`config.mk`:
```
export PLATFORM = sky130hd
export DESIGN_NAME = quoted_list_field_parser
export DESIGN_NICKNAME = d
export VERILOG_FILES = /design/src/hdl/qlfp_pkg.sv /design/src/hdl/quoted_list_field_parser.sv /design/src/hdl/qlfp_held_buf.sv
export SDC_FILE = /design/constraint.sdc
export NUM_CORES = 1
export LEC_CHECK = 0
export ABC_AREA = 1
export BUFFER_PORTS_ARGS = -buffer_cell sky130_fd_sc_hd__buf_4
export CAP_MARGIN = 20
export CORE_ASPECT_RATIO = 1.5
export CORE_UTILIZATION = 55
export CTS_CLUSTER_DIAMETER = 50
export DETAILED_ROUTE_END_ITERATION = 10
export GPL_TIMING_DRIVEN = 0
export PLACE_DENSITY = 0.83
export REMOVE_ABC_BUFFERS = 1
export SLEW_MARGIN = 30
export SYNTH_ARGS = -nofsm -noshare
export SYNTH_HDL_FRONTEND = slang
export SYNTH_SLANG_ARGS = --single-unit
export TNS_END_PERCENT = 50
```
`constraint.sdc`:
```
create_clock -name clk_i -period 2.7 [get_ports clk_i]
set_input_delay 0.135 -clock clk_i [delete_from_list [all_inputs] [get_ports clk_i]]
set_output_delay 0.135 -clock clk_i [all_outputs]
set_load 0.05 [all_outputs]
```
`src/hdl/qlfp_pkg.sv`:
```
`default_nettype none
package qlfp_pkg;

  localparam int HELD_BLANK_DEPTH = 32;
  localparam int HELD_CNT_W = $clog2(HELD_BLANK_DEPTH + 1);
  localparam int HELD_IDX_W = (HELD_BLANK_DEPTH > 1) ? $clog2(HELD_BLANK_DEPTH) : 1;

  // Result kinds.
  localparam logic [1:0] KIND_CHAR = 2'd0;
  localparam logic [1:0] KIND_END  = 2'd1;
  localparam logic [1:0] KIND_LAST = 2'd2;

  // Raw terminator to swallow after an escaped line break.
  localparam logic [1:0] TERM_NONE    = 2'd0;
  localparam logic [1:0] TERM_SKIP_CR = 2'd1;
  localparam logic [1:0] TERM_SKIP_LF = 2'd2;

  // Final action of one transaction, after any flush of held blanks.
  localparam logic [2:0] OP_NONE = 3'd0;
  localparam logic [2:0] OP_CHAR = 3'd1;
  localparam logic [2:0] OP_END  = 3'd2;
  localparam logic [2:0] OP_LAST = 3'd3;
  localparam logic [2:0] OP_PUSH = 3'd4;

  localparam logic [7:0] CH_COMMA = 8'h2C;
  localparam logic [7:0] CH_QUOTE = 8'h22;
  localparam logic [7:0] CH_BSL   = 8'h5C;
  localparam logic [7:0] CH_SPACE = 8'h20;
  localparam logic [7:0] CH_TAB   = 8'h09;
  localparam logic [7:0] CH_LF    = 8'h0A;
  localparam logic [7:0] CH_CR    = 8'h0D;

  typedef struct packed {
    logic       hit;
    logic [7:0] ch;
  } esc_t;

  typedef struct packed {
    logic push;
    logic push_tab;
    logic pop;
    logic clear;
  } held_cmd_t;

  typedef struct packed {
    logic [HELD_CNT_W-1:0] count;
    logic                  full;
    logic                  head_tab;
  } held_stat_t;

  function automatic esc_t esc_lookup(input logic [7:0] b);
    esc_t r;
    r.hit = 1'b1;
    r.ch  = b;
    case (b)
      8'h61:   r.ch = 8'h07;  // a
      8'h62:   r.ch = 8'h08;  // b
      8'h66:   r.ch = 8'h0C;  // f
      8'h6E:   r.ch = 8'h0A;  // n
      8'h72:   r.ch = 8'h0D;  // r
      8'h74:   r.ch = 8'h09;  // t
      8'h76:   r.ch = 8'h0B;  // v
      8'h22:   r.ch = 8'h22;
      8'h3F:   r.ch = 8'h3F;
      8'h27:   r.ch = 8'h27;
      8'h5C:   r.ch = 8'h5C;
      default: r.hit = 1'b0;
    endcase
    return r;
  endfunction

endpackage
`default_nettype wire

```
`src/hdl/quoted_list_field_parser.sv`:
```
`default_nettype none
// Channel   Dir  tdata                tuser                tlast
// s_axis    in   [7:0] text_byte      [0] action           -
// m_axis    out  [7:0] field_char     [1:0] kind           last
//
// A transaction is accepted, then the sequencer emits its results in turn; one
// with no final character or mark passes the sequencer without emitting.
// A character that follows held blanks is emitted after those blanks.
// Reset clears all parser flags and the held-blank count at once.
// An output stall holds the sequencer while it has a result to emit; the input is
// taken only while idle, even if a finished result still waits in the output register.
module quoted_list_field_parser
  import qlfp_pkg::*;
(
  input  wire logic       clk_i,
  input  wire logic       rst_ni,
  input  wire logic       s_axis_tvalid_i,
  output logic            s_axis_tready_o,
  input  wire logic [7:0] s_axis_tdata_i,   // [7:0] text_byte
  input  wire logic       s_axis_tuser_i,   // [0] action
  output logic            m_axis_tvalid_o,
  input  wire logic       m_axis_tready_i,
  output logic [7:0]      m_axis_tdata_o,   // [7:0] field_char
  output logic [1:0]      m_axis_tuser_o,   // [1:0] kind
  output logic            m_axis_tlast_o
);

  localparam logic ST_IDLE = 1'b0;
  localparam logic ST_EMIT = 1'b1;

  logic       state_q, state_d;
  logic       inq_q, inq_d;
  logic       quoted_q, quoted_d;
  logic       esc_q, esc_d;
  logic [1:0] term_q, term_d;
  logic       skip_q, skip_d;
  logic [2:0] op_q, op_d;
  logic       flush_q, flush_d;
  logic [7:0] ch_q, ch_d;

  logic       out_valid_q, out_valid_d;
  logic [7:0] out_char_q, out_char_d;
  logic [1:0] out_kind_q, out_kind_d;
  logic       out_last_q, out_last_d;

  held_cmd_t  held_cmd;
  held_stat_t held_stat;

  logic       accept;
  logic       can_put;
  esc_t       esc;
  logic [7:0] b;
  logic       blank_in;
  logic       term_hit;
  logic [7:0] blank_char;

  qlfp_held_buf u_held (
    .clk_i  (clk_i),
    .rst_ni (rst_ni),
    .cmd_i  (held_cmd),
    .stat_o (held_stat)
  );

  assign s_axis_tready_o = (state_q == ST_IDLE);
  assign accept          = s_axis_tvalid_i && s_axis_tready_o;
  assign can_put         = !out_valid_q || m_axis_tready_i;
  assign b               = s_axis_tdata_i;
  assign esc             = esc_lookup(b);
  assign blank_in        = (b == CH_SPACE) || (b == CH_TAB);
  assign term_hit        = ((term_q == TERM_SKIP_CR) && (b == CH_CR)) ||
                           ((term_q == TERM_SKIP_LF) && (b == CH_LF));
  assign blank_char      = held_stat.head_tab ? CH_TAB : CH_SPACE;

  // Decode of an accepted byte: parser flags update at once, and the
  // emitting part is left to the sequencer as an operation code.
  always_comb begin
    inq_d    = inq_q;
    quoted_d = quoted_q;
    esc_d    = esc_q;
    term_d   = term_q;
    skip_d   = skip_q;
    op_d     = op_q;
    flush_d  = flush_q;
    ch_d     = ch_q;
    if (accept) begin
      op_d    = OP_NONE;
      flush_d = 1'b0;
      ch_d    = b;
      if (s_axis_tuser_i) begin
        op_d     = OP_LAST;
        inq_d    = 1'b0;
        quoted_d = 1'b0;
        esc_d    = 1'b0;
        term_d   = TERM_NONE;
        skip_d   = 1'b0;
      end else if (esc_q) begin
        esc_d = 1'b0;
        ch_d  = esc.ch;
        if (esc.hit) begin
          // Only the escaped t maps onto a blank.
          if (!quoted_q && (esc.ch == CH_TAB)) begin
            op_d = OP_PUSH;
          end else begin
            op_d    = OP_CHAR;
            flush_d = 1'b1;
          end
        end
        if (b == CH_LF) begin
          term_d = TERM_SKIP_CR;
        end else if (b == CH_CR) begin
          term_d = TERM_SKIP_LF;
        end
      end else begin
        term_d = TERM_NONE;
        if (!term_hit && !(skip_q && blank_in)) begin
          skip_d = 1'b0;
          if (b == CH_BSL) begin
            esc_d = 1'b1;
          end else if (b == CH_QUOTE) begin
            flush_d  = 1'b1;
            quoted_d = 1'b1;
            inq_d    = !inq_q;
            skip_d   = inq_q;
          end else if ((b == CH_COMMA) && !inq_q) begin
            op_d     = OP_END;
            quoted_d = 1'b0;
            skip_d   = 1'b1;
          end else if (!quoted_q && blank_in) begin
            op_d = OP_PUSH;
          end else begin
            op_d    = OP_CHAR;
            flush_d = 1'b1;
          end
        end
      end
    end
  end

  // Sequencer: drains held blanks one per cycle when flushed and not stalled, then runs the final action.
  always_comb begin
    state_d     = state_q;
    held_cmd    = '0;
    held_cmd.push_tab = (ch_q == CH_TAB);
    out_valid_d = out_valid_q && !m_axis_tready_i;
    out_char_d  = out_char_q;
    out_kind_d  = out_kind_q;
    out_last_d  = out_last_q;
    if (accept) begin
      state_d = ST_EMIT;
    end else if (state_q == ST_EMIT) begin
      if (flush_q && (held_stat.count != '0)) begin
        if (can_put) begin
          held_cmd.pop = 1'b1;
          out_valid_d  = 1'b1;
          out_kind_d   = KIND_CHAR;
          out_char_d   = blank_char;
          out_last_d   = (held_stat.count == HELD_CNT_W'(1)) && (op_q == OP_NONE);
        end
      end else begin
        case (op_q)
          OP_CHAR: begin
            if (can_put) begin
              out_valid_d = 1'b1;
              out_kind_d  = KIND_CHAR;
              out_char_d  = ch_q;
              out_last_d  = 1'b1;
              state_d     = ST_IDLE;
            end
          end
          OP_END, OP_LAST: begin
            if (can_put) begin
              held_cmd.clear = 1'b1;
              out_valid_d    = 1'b1;
              out_kind_d     = (op_q == OP_END) ? KIND_END : KIND_LAST;
              out_char_d     = '0;
              out_last_d     = 1'b1;
              state_d        = ST_IDLE;
            end
          end
          OP_PUSH: begin
            if (held_stat.full) begin
              // A full line gives up its oldest blank to make room.
              if (can_put) begin
                held_cmd.pop  = 1'b1;
                held_cmd.push = 1'b1;
                out_valid_d   = 1'b1;
                out_kind_d    = KIND_CHAR;
                out_char_d    = blank_char;
                out_last_d    = 1'b1;
                state_d       = ST_IDLE;
              end
            end else begin
              held_cmd.push = 1'b1;
              state_d       = ST_IDLE;
            end
          end
          default: begin
            state_d = ST_IDLE;
          end
        endcase
      end
    end
  end

  always_ff @(posedge clk_i or negedge rst_ni) begin
    if (!rst_ni) begin
      state_q     <= ST_IDLE;
      inq_q       <= 1'b0;
      quoted_q    <= 1'b0;
      esc_q       <= 1'b0;
      term_q      <= TERM_NONE;
      skip_q      <= 1'b0;
      op_q        <= OP_NONE;
      flush_q     <= 1'b0;
      out_valid_q <= 1'b0;
    end else begin
      state_q     <= state_d;
      inq_q       <= inq_d;
      quoted_q    <= quoted_d;
      esc_q       <= esc_d;
      term_q      <= term_d;
      skip_q      <= skip_d;
      op_q        <= op_d;
      flush_q     <= flush_d;
      out_valid_q <= out_valid_d;
    end
  end

  always_ff @(posedge clk_i) begin
    ch_q       <= ch_d;
    out_char_q <= out_char_d;
    out_kind_q <= out_kind_d;
    out_last_q <= out_last_d;
  end

  assign m_axis_tvalid_o = out_valid_q;
  assign m_axis_tdata_o  = out_char_q;
  assign m_axis_tuser_o  = out_kind_q;
  assign m_axis_tlast_o  = out_last_q;

endmodule
`default_nettype wire

```
`src/hdl/qlfp_held_buf.sv`:
```
`default_nettype none
module qlfp_held_buf
  import qlfp_pkg::*;
(
  input  wire logic clk_i,
  input  wire logic rst_ni,
  input  wire held_cmd_t cmd_i,
  output held_stat_t stat_o
);

  logic [HELD_BLANK_DEPTH-1:0] tabs_q, tabs_d;
  logic [HELD_CNT_W-1:0]       count_q, count_d;
  logic [HELD_CNT_W-1:0]       cnt_popped;

  // The oldest blank sits in bit 0; a pop shifts the line down by one.
  always_comb begin
    tabs_d     = tabs_q;
    cnt_popped = count_q;
    if (cmd_i.pop) begin
      tabs_d     = tabs_q >> 1;
      cnt_popped = count_q - HELD_CNT_W'(1);
    end
    count_d = cnt_popped;
    if (cmd_i.push) begin
      tabs_d[cnt_popped[HELD_IDX_W-1:0]] = cmd_i.push_tab;
      count_d = cnt_popped + HELD_CNT_W'(1);
    end
    if (cmd_i.clear) begin
      count_d = '0;
    end
  end

  always_ff @(posedge clk_i or negedge rst_ni) begin
    if (!rst_ni) begin
      count_q <= '0;
    end else begin
      count_q <= count_d;
    end
  end

  always_ff @(posedge clk_i) begin
    tabs_q <= tabs_d;
  end

  assign stat_o.count    = count_q;
  assign stat_o.full     = (count_q == HELD_CNT_W'(HELD_BLANK_DEPTH));
  assign stat_o.head_tab = tabs_q[0];

endmodule
`default_nettype wire

```
==> results.json, run 1 <==
{
  "yosys_warnings": 0,
  "clk_path_buf_depth": 2,
  "syn-cell-area_sq_mm": 0.00398,
  "clock_tree.root_cell": "sky130_fd_sc_hd__clkbuf_8",
  "worst_setup_hold_path_clk_slew_ps": 70,
  "hp-class": "primary input to register",
  "syn-instance-count": 557,
  "drt-initial-drc-count": 322,
  "post-route-min-period_ps": 2660,
  "synth.avg_cell_area_sq_um": 7.15,
  "std_cell_rows": 37,
  "first_global_vias": 3781,
  "vdd_drop_max_v": 0.000455,
  "power_density_mw_per_mm2": 1110,
  "htreeDepth": 3,
  "final_hold_viol_count": 0,
  "ff2ff_setup_slack_ps": 40,
  "critical_path_endpoint_category": "register",
  "worst-r2r-cell-count": 14,
  "num-fill-cells": 549,
  "max_cap_violations": 0,
  "finalSetupTns_ps": 0,
  "place_congestion": 0.945,
  "global_route_wire_length_before_repair_um": 16800,
  "status": "finished, final reports clean",
  "synth.distinct_cells": 39,
  "floorplan.die.width_um": 71.5,
  "max_freq_ghz": 0.376,
  "global_route.overflow_total": 0,
  "detail_route.wirelength_um": 10400,
  "antenna_found_initial": 0,
  "maximum_number_of_pins_on_one_net_before_global_route_repair": 26,
  "report.final.slew_viol_count": 0,
  "detailed_place.area_sq_mm": 0.00422,
  "drive_above_1_share_pct": 16.7,
  "mean_routed_wirelength_per_cell_um": 15.2,
  "timing.slew.headroom_pct": 48.4,
  "proportion_of_synthesized_chip_area_in_sequential_cells_pct": 41.7,
  "die_h_um": 106,
  "finish.instance_area_sq_mm": 0.00466,
  "timing_worst_setup_path_type": "register to register",
  "insertedDiodeCount": 0,
  "cts_tree": "yes",
  "route.vias.total": 3986,
  "routed_via_density": 5.84,
  "finClkSkew_ps": 12.0,
  "clkLatencyLatePin_ps": 360,
  "io_buffer_count": 25,
  "design.core.area_sq_mm": 0.00694,
  "num-nets-final": 618,
  "regToRegEndpoint": "u_held.tabs_q[30]",
  "clock_sink_count": 69,
  "ys_ff_latch": 69,
  "critPathMaxFanout": 7,
  "regToRegStartpoint": "u_held.count_q[0]",
  "design.die.area_sq_mm": 0.00759,
  "finalCritPeriodShare_pct": 98.5,
  "cp_data_arrival_time_ps": 2880,
  "layout_common_cells": "sky130_fd_sc_hd__nand2_1 (152), sky130_fd_sc_hd__o21ai_0 (61), sky130_fd_sc_hd__inv_1 (59)",
  "floorplan.io_pins": 26,
  "setup_viol": 0,
  "static-leakage-power_nw": 2.09,
  "critical_path_required_ps": 2920,
  "numCtsBuffers": 9,
  "remaining_drc_errors": 0,
  "worstSetupEndpoint": "u_held.tabs_q[30]",
  "drt_first_pass_iters": 5,
  "worst_setup_path_startpoint": "u_held.count_q[0]",
  "layout.cells.most_common": "sky130_fd_sc_hd__nand2_1",
  "tightestPinTransition_ps": 771,
  "syn2layout_area_growth_pct": 17.0,
  "startpoint_type": "register",
  "place.detailed.hpwl_um": 7050,
  "initial_core_util_pct": 57.4,
  "final_antenna_net_count": 0,
  "track_usage_pct": 28.8
}
[repair_timing]
action | 4_1_cts | 5_1_grt
setup buffers | 8 | 4
resized for setup | 25 | 13
hold endpoints to repair | 19 | 0
pin swaps | 3 | 7
cloned | 3 | 0
hold buffers | 2 | 0
endpoints found under the setup margin | 38 | 42
[routing by layer]
layer | GRT usage [%] | up-vias | wire [um] | share of wire, %
met3 | 3.22 | 47 | 458 | 4.4
li1 | - | 1950 | - | -
met2 | 53.1 | 159 | 5480 | 53
met4 | 21.3 | 0 | 629 | 6.1
met5 | 0 | - | 0 | 0
met1 | 29.2 | 1830 | 3820 | 37
[where the power goes]
part / internal (mW) / switching (mW) / leakage [nW]
sequential: 1.54 / 0.227 / 0.675
clock: 0.322 / 0.389 / 0.0809
combinational: 0.881 / 1.79 / 1.33
total: 2.75 / 2.41 / 2.09
[sequential cells by signal (all words and copies together), names as in the netlist, 2 cells and up]
register,cells
u_held.tabs_q,32
ch_q,8
m_axis_tdata_o,8
u_held.count_q,6
op_q,3
m_axis_tuser_o,2
term_q,2
[synthesized netlist by cell type (all sizes together)]
library cell / count / share of area [%]
nand2: 160 / 15
o21ai: 76 / 10
inv: 72 / 6.8
nor2: 53 / 5.2
dfxtp: 32 / 16
nand3: 31 / 4.0
edfxtp: 19 / 14
dfrtp: 18 / 11
o211ai: 16 / 3.0
o31ai: 16 / 3.0
a21oi: 14 / 1.8
clkbuf: 10 / 0.94
nand4: 7 / 1.1
ha: 6 / 1.9
nor3: 6 / 1.2
xor2: 4 / 0.88
buf: 2 / 0.22
o22ai: 2 / 0.31
o32ai: 2 / 0.44
or2: 2 / 0.31
a211oi: 1 / 0.19
a31o: 1 / 0.22
a31oi: 1 / 0.16
nand3b: 1 / 0.19
nor3b: 1 / 0.19
nor4: 1 / 0.16
o21bai: 1 / 0.19
o41ai: 1 / 0.22
xnor2: 1 / 0.22
[through the flow]
step                cells  total power, mW  utilization (%)  worst slack, ps  hold slack, ps
finish                682             5.15             67.1             41.1             116
global placement      648             3.95             60.8            -1380            20.5
floorplan             545             3.48                -             -462            -161
CTS                   677             4.99             65.9             12.5             109
detailed placement    648             4.04             60.8            -1430            21.4
global route          682             5.52             67.1            -3.29             143
[final cells by class]
type                            instances  area, sq um  share of cell area [%]
Clock buffer                           10          128                    2.74
Timing Repair inverter                  1         8.76                   0.188
Clock inverter                          6         30.0                   0.644
Tap cell                               78         97.6                    2.09
Sequential cell                        69         1660                    35.6
Inverter                               72          287                    6.15
Multi-Input combinational cell        406         2140                    45.8
Timing Repair Buffer                   40          313                    6.71
[critical path: stages, from the launching register on]
cell	delay (ps)
sky130_fd_sc_hd__dfrtp_1	400
sky130_fd_sc_hd__inv_2	100
sky130_fd_sc_hd__ha_4	150
sky130_fd_sc_hd__nand3_2	90
sky130_fd_sc_hd__inv_2	70
sky130_fd_sc_hd__nand3_2	90
sky130_fd_sc_hd__o21ai_4	220
sky130_fd_sc_hd__nand2_8	140
sky130_fd_sc_hd__buf_6	180
sky130_fd_sc_hd__nand2_1	90
sky130_fd_sc_hd__o21ai_4	120
sky130_fd_sc_hd__nor2_2	180
sky130_fd_sc_hd__nand2_1	160
sky130_fd_sc_hd__o21ai_0	350
sky130_fd_sc_hd__o31ai_1	160
[cells by family (layout without fill, tap and decap cells)]
kind of cell             Yosys count  count (layout)  synth area share, %
buffers and inverters             84             129                 7.95
AO/OA/AOI/OAI                    131             131                 19.7
AND/OR/NAND/NOR                  262             264                 27.6
flip-flops                        69              69                 41.7
XOR/XNOR                           5               5                 1.10
adder cells (fa/ha/maj)            6               6                 1.88
[worst min path at each step]
stage	start	endpoint	slack (ps)	depth (start not counted)
3_5_place_dp	rst_ni	inq_q	20	1
6_report	s_axis_tdata_i[3]	ch_q[3]	120	3
5_1_grt	s_axis_tuser_i	quoted_q	140	4
2_1_floorplan	rst_ni	esc_q	-160	0
4_1_cts	s_axis_tdata_i[3]	ch_q[3]	110	3
3_3_place_gp	rst_ni	quoted_q	20	1
(Power assumes the default switching activity.)
==> run 2: changes to the inputs <==
CORE_UTILIZATION = 58   (was 55)
PLACE_DENSITY = 0.84   (was 0.83)
clock period = 2.5 ns   (was 2.7 ns; I/O delays follow)
==> run 2 against run 1 <==
Effect of this change:
- clock skew is 6.1 ps lower
- wire length is 17% higher
- via count is 7.3% higher
- worst setup slack worse by 190 ps
- highest routed layer unchanged
- largest cell class unchanged
- the run now ends with negative setup slack left
- register-to-register slack worse by 190 ps
- non-clock buffer count is 22 higher
- hold slack worse by 29 ps
- critical path type unchanged
==> results.json, run 2 (synthesis results as in run 1) <==
{
  "layout_setup_ws_ps": -149,
  "place.detailed.hpwl_um": 6980,
  "clkLatencyLatePin_ps": 360,
  "maximum_number_of_pins_on_one_net_before_global_route_repair": 26,
  "finalSetupTns_ps": -899,
  "final_hold_viol_count": 0,
  "num-nets-final": 640,
  "static-leakage-power_nw": 2.27,
  "track_usage_pct": 30.4,
  "design.core.area_sq_mm": 0.00658,
  "failed_checks": "negative setup slack",
  "multiInputGateArea_sq_mm": 0.00229,
  "post-route-min-period_ps": 2650,
  "io_buffer_count": 25,
  "critical_path_endpoint_category": "register",
  "initial_core_util_pct": 60.6,
  "cts_tree": "yes",
  "layout_common_cells": "sky130_fd_sc_hd__nand2_1 (140), sky130_fd_sc_hd__buf_4 (57), sky130_fd_sc_hd__o21ai_0 (56)",
  "largest_register_ff_count": 32,
  "final_antenna_net_count": 0,
  "max_cap_violations": 0,
  "critical-path-slowest-cell": "sky130_fd_sc_hd__dfrtp_1",
  "global_route_wire_length_before_repair_um": 17300,
  "worst_setup_hold_path_clk_slew_ps": 70,
  "hp-class": "primary input to register",
  "startpoint_type": "register",
  "routed_via_density": 6.09,
  "critPathMaxFanout": 8,
  "floorplan.io_pins": 26,
  "vdd_drop_max_v": 0.000588,
  "power_density_mw_per_mm2": 1260,
  "place_congestion": 0.877,
  "tightestPinTransition_ps": 798,
  "met3_length_um": 816,
  "crit_path_frequent_cell": "sky130_fd_sc_hd__nor2_4",
  "seq_area_sq_mm": 0.00166,
  "clock_sink_count": 69,
  "max_freq_ghz": 0.378,
  "floorplan.die.width_um": 69.7,
  "first_global_vias": 3881,
  "global_route.overflow_total": 0,
  "rsz0062_at_grt": "true",
  "insertedDiodeCount": 0,
  "timing_worst_setup_path_type": "register to register",
  "antenna_found_initial": 0,
  "route.vias.total": 4278,
  "finish.instance_area_sq_mm": 0.00505,
  "mean_routed_wirelength_per_cell_um": 17.4,
  "detailed_place.area_sq_mm": 0.00422,
  "numCtsBuffers": 9,
  "clock_tree.root_cell": "sky130_fd_sc_hd__clkbuf_8",
  "detail_route.wirelength_um": 12200,
  "drt-initial-drc-count": 502,
  "wl_met2_um": 6300,
  "std_cell_rows": 36,
  "cp_data_arrival_time_ps": 2930,
  "max_flop_register": "u_held.tabs_q",
  "met1Wirelength_um": 4150,
  "finalCritPeriodShare_pct": 106,
  "design.die.area_sq_mm": 0.00721,
  "critical_path_required_ps": 2780,
  "timing.slew.headroom_pct": 46.2,
  "clk_path_buf_depth": 2,
  "cpPeakStageDelay_ps": 400,
  "timing.critical_path.cells": "inv_2, ha_4, nand3_4, inv_4, nand3_4, o21ai_4, nand2_8, o21ai_4, ha_4, inv_2, nor2_4, inv_4, nor2_4, nand2_4, nor2_4, nand2_1, o21ai_1",
  "status": "finished, violations left",
  "report.final.slew_viol_count": 0,
  "top_signal_layer_used": "met4",
  "setup_viol": 12,
  "num-fill-cells": 458,
  "drive_above_1_share_pct": 23.3,
  "remaining_drc_errors": 0,
  "die_h_um": 104,
  "drt_first_pass_iters": 6,
  "finClkSkew_ps": 5.96,
  "syn2layout_area_growth_pct": 26.8,
  "htreeDepth": 3,
  "layout.cells.most_common": "sky130_fd_sc_hd__nand2_1"
}
## run 2: cell count changes in the layout (fill, tap and decap cells not counted), sizes merged
cell	delta
buf	+22
clkbuf	+4
clkinv	-3
clkinvlp	-1
## run 2: final cells by class
type                       count  share of cell area, %
multi-input combinational    406                   45.3
sequential                    69                   32.9
timing repair buffer          62                   9.53
inverter                      72                   5.97
clock buffer                  14                   4.06
tap                           76                   1.88
clock inverter                 2                  0.198
timing repair inverter         1                  0.173
## run 2: stage by stage
step / instances / util (%) / worst slack (ps) / power, mW / hold WS, ps
floorplan: 545 / - / -662 / 3.76 / -171
global placement: 646 / 64.2 / -1560 / 4.27 / 6.27
detailed placement: 646 / 64.2 / -1630 / 4.35 / 8.52
CTS: 680 / 72.2 / -5.77 / 5.73 / 83.7
global route: 702 / 76.8 / -243 / 6.71 / 94.1
finish: 702 / 76.8 / -149 / 6.36 / 86.1
## run 2: worst max-delay path, delay by kind of cell (launching register included)
family,cells,cell delay (ps)
and+or+nand+nor,8,1010
AOI/OAI and AO/OA,3,580
adders and majority gates,2,310
buffers and inverters,4,260
DFF,1,400
## run 2: path summary, 6_finish.rpt
kind | slack (ps) | cells past startpoint | from | endpoint
min | 90 | 3 | s_axis_tdata_i[3] | ch_q[3]
max in group asynchronous | 2110 | 2 | rst_ni | u_held.count_q[3]
min reg2reg | 500 | 2 | quoted_q | quoted_q
min in group asynchronous | 180 | 2 | rst_ni | m_axis_tvalid_o
max | -150 | 17 | u_held.count_q[1] | u_held.tabs_q[31]
max reg2reg | -150 | 17 | u_held.count_q[1] | u_held.tabs_q[31]
## run 2: routing by layer
metal	global-route usage [%]	vias to the layer above
met5	0	-
met4	23.3	0
met2	54.3	245
met1	30.1	1971
li1	-	1985
met3	6.32	77
## run 2: repair_timing
| action | 4_1_cts | 5_1_grt |
|---|---|---|
| hold endpoints to repair | 19 | 0 |
| endpoints found under the setup margin | 38 | 44 |
| cloned | 3 | 0 |
| hold buffers | 2 | 0 |
| buffers inserted | 13 | 21 |
| gates resized for setup | 45 | 44 |
| pin swaps | 5 | 27 |
## run 2: power by group
group / switching (mW) / leakage, nW / internal [mW]
Clock: 0.428 / 0.113 / 0.533
Combinational: 2.28 / 1.48 / 1.19
Sequential: 0.264 / 0.675 / 1.67
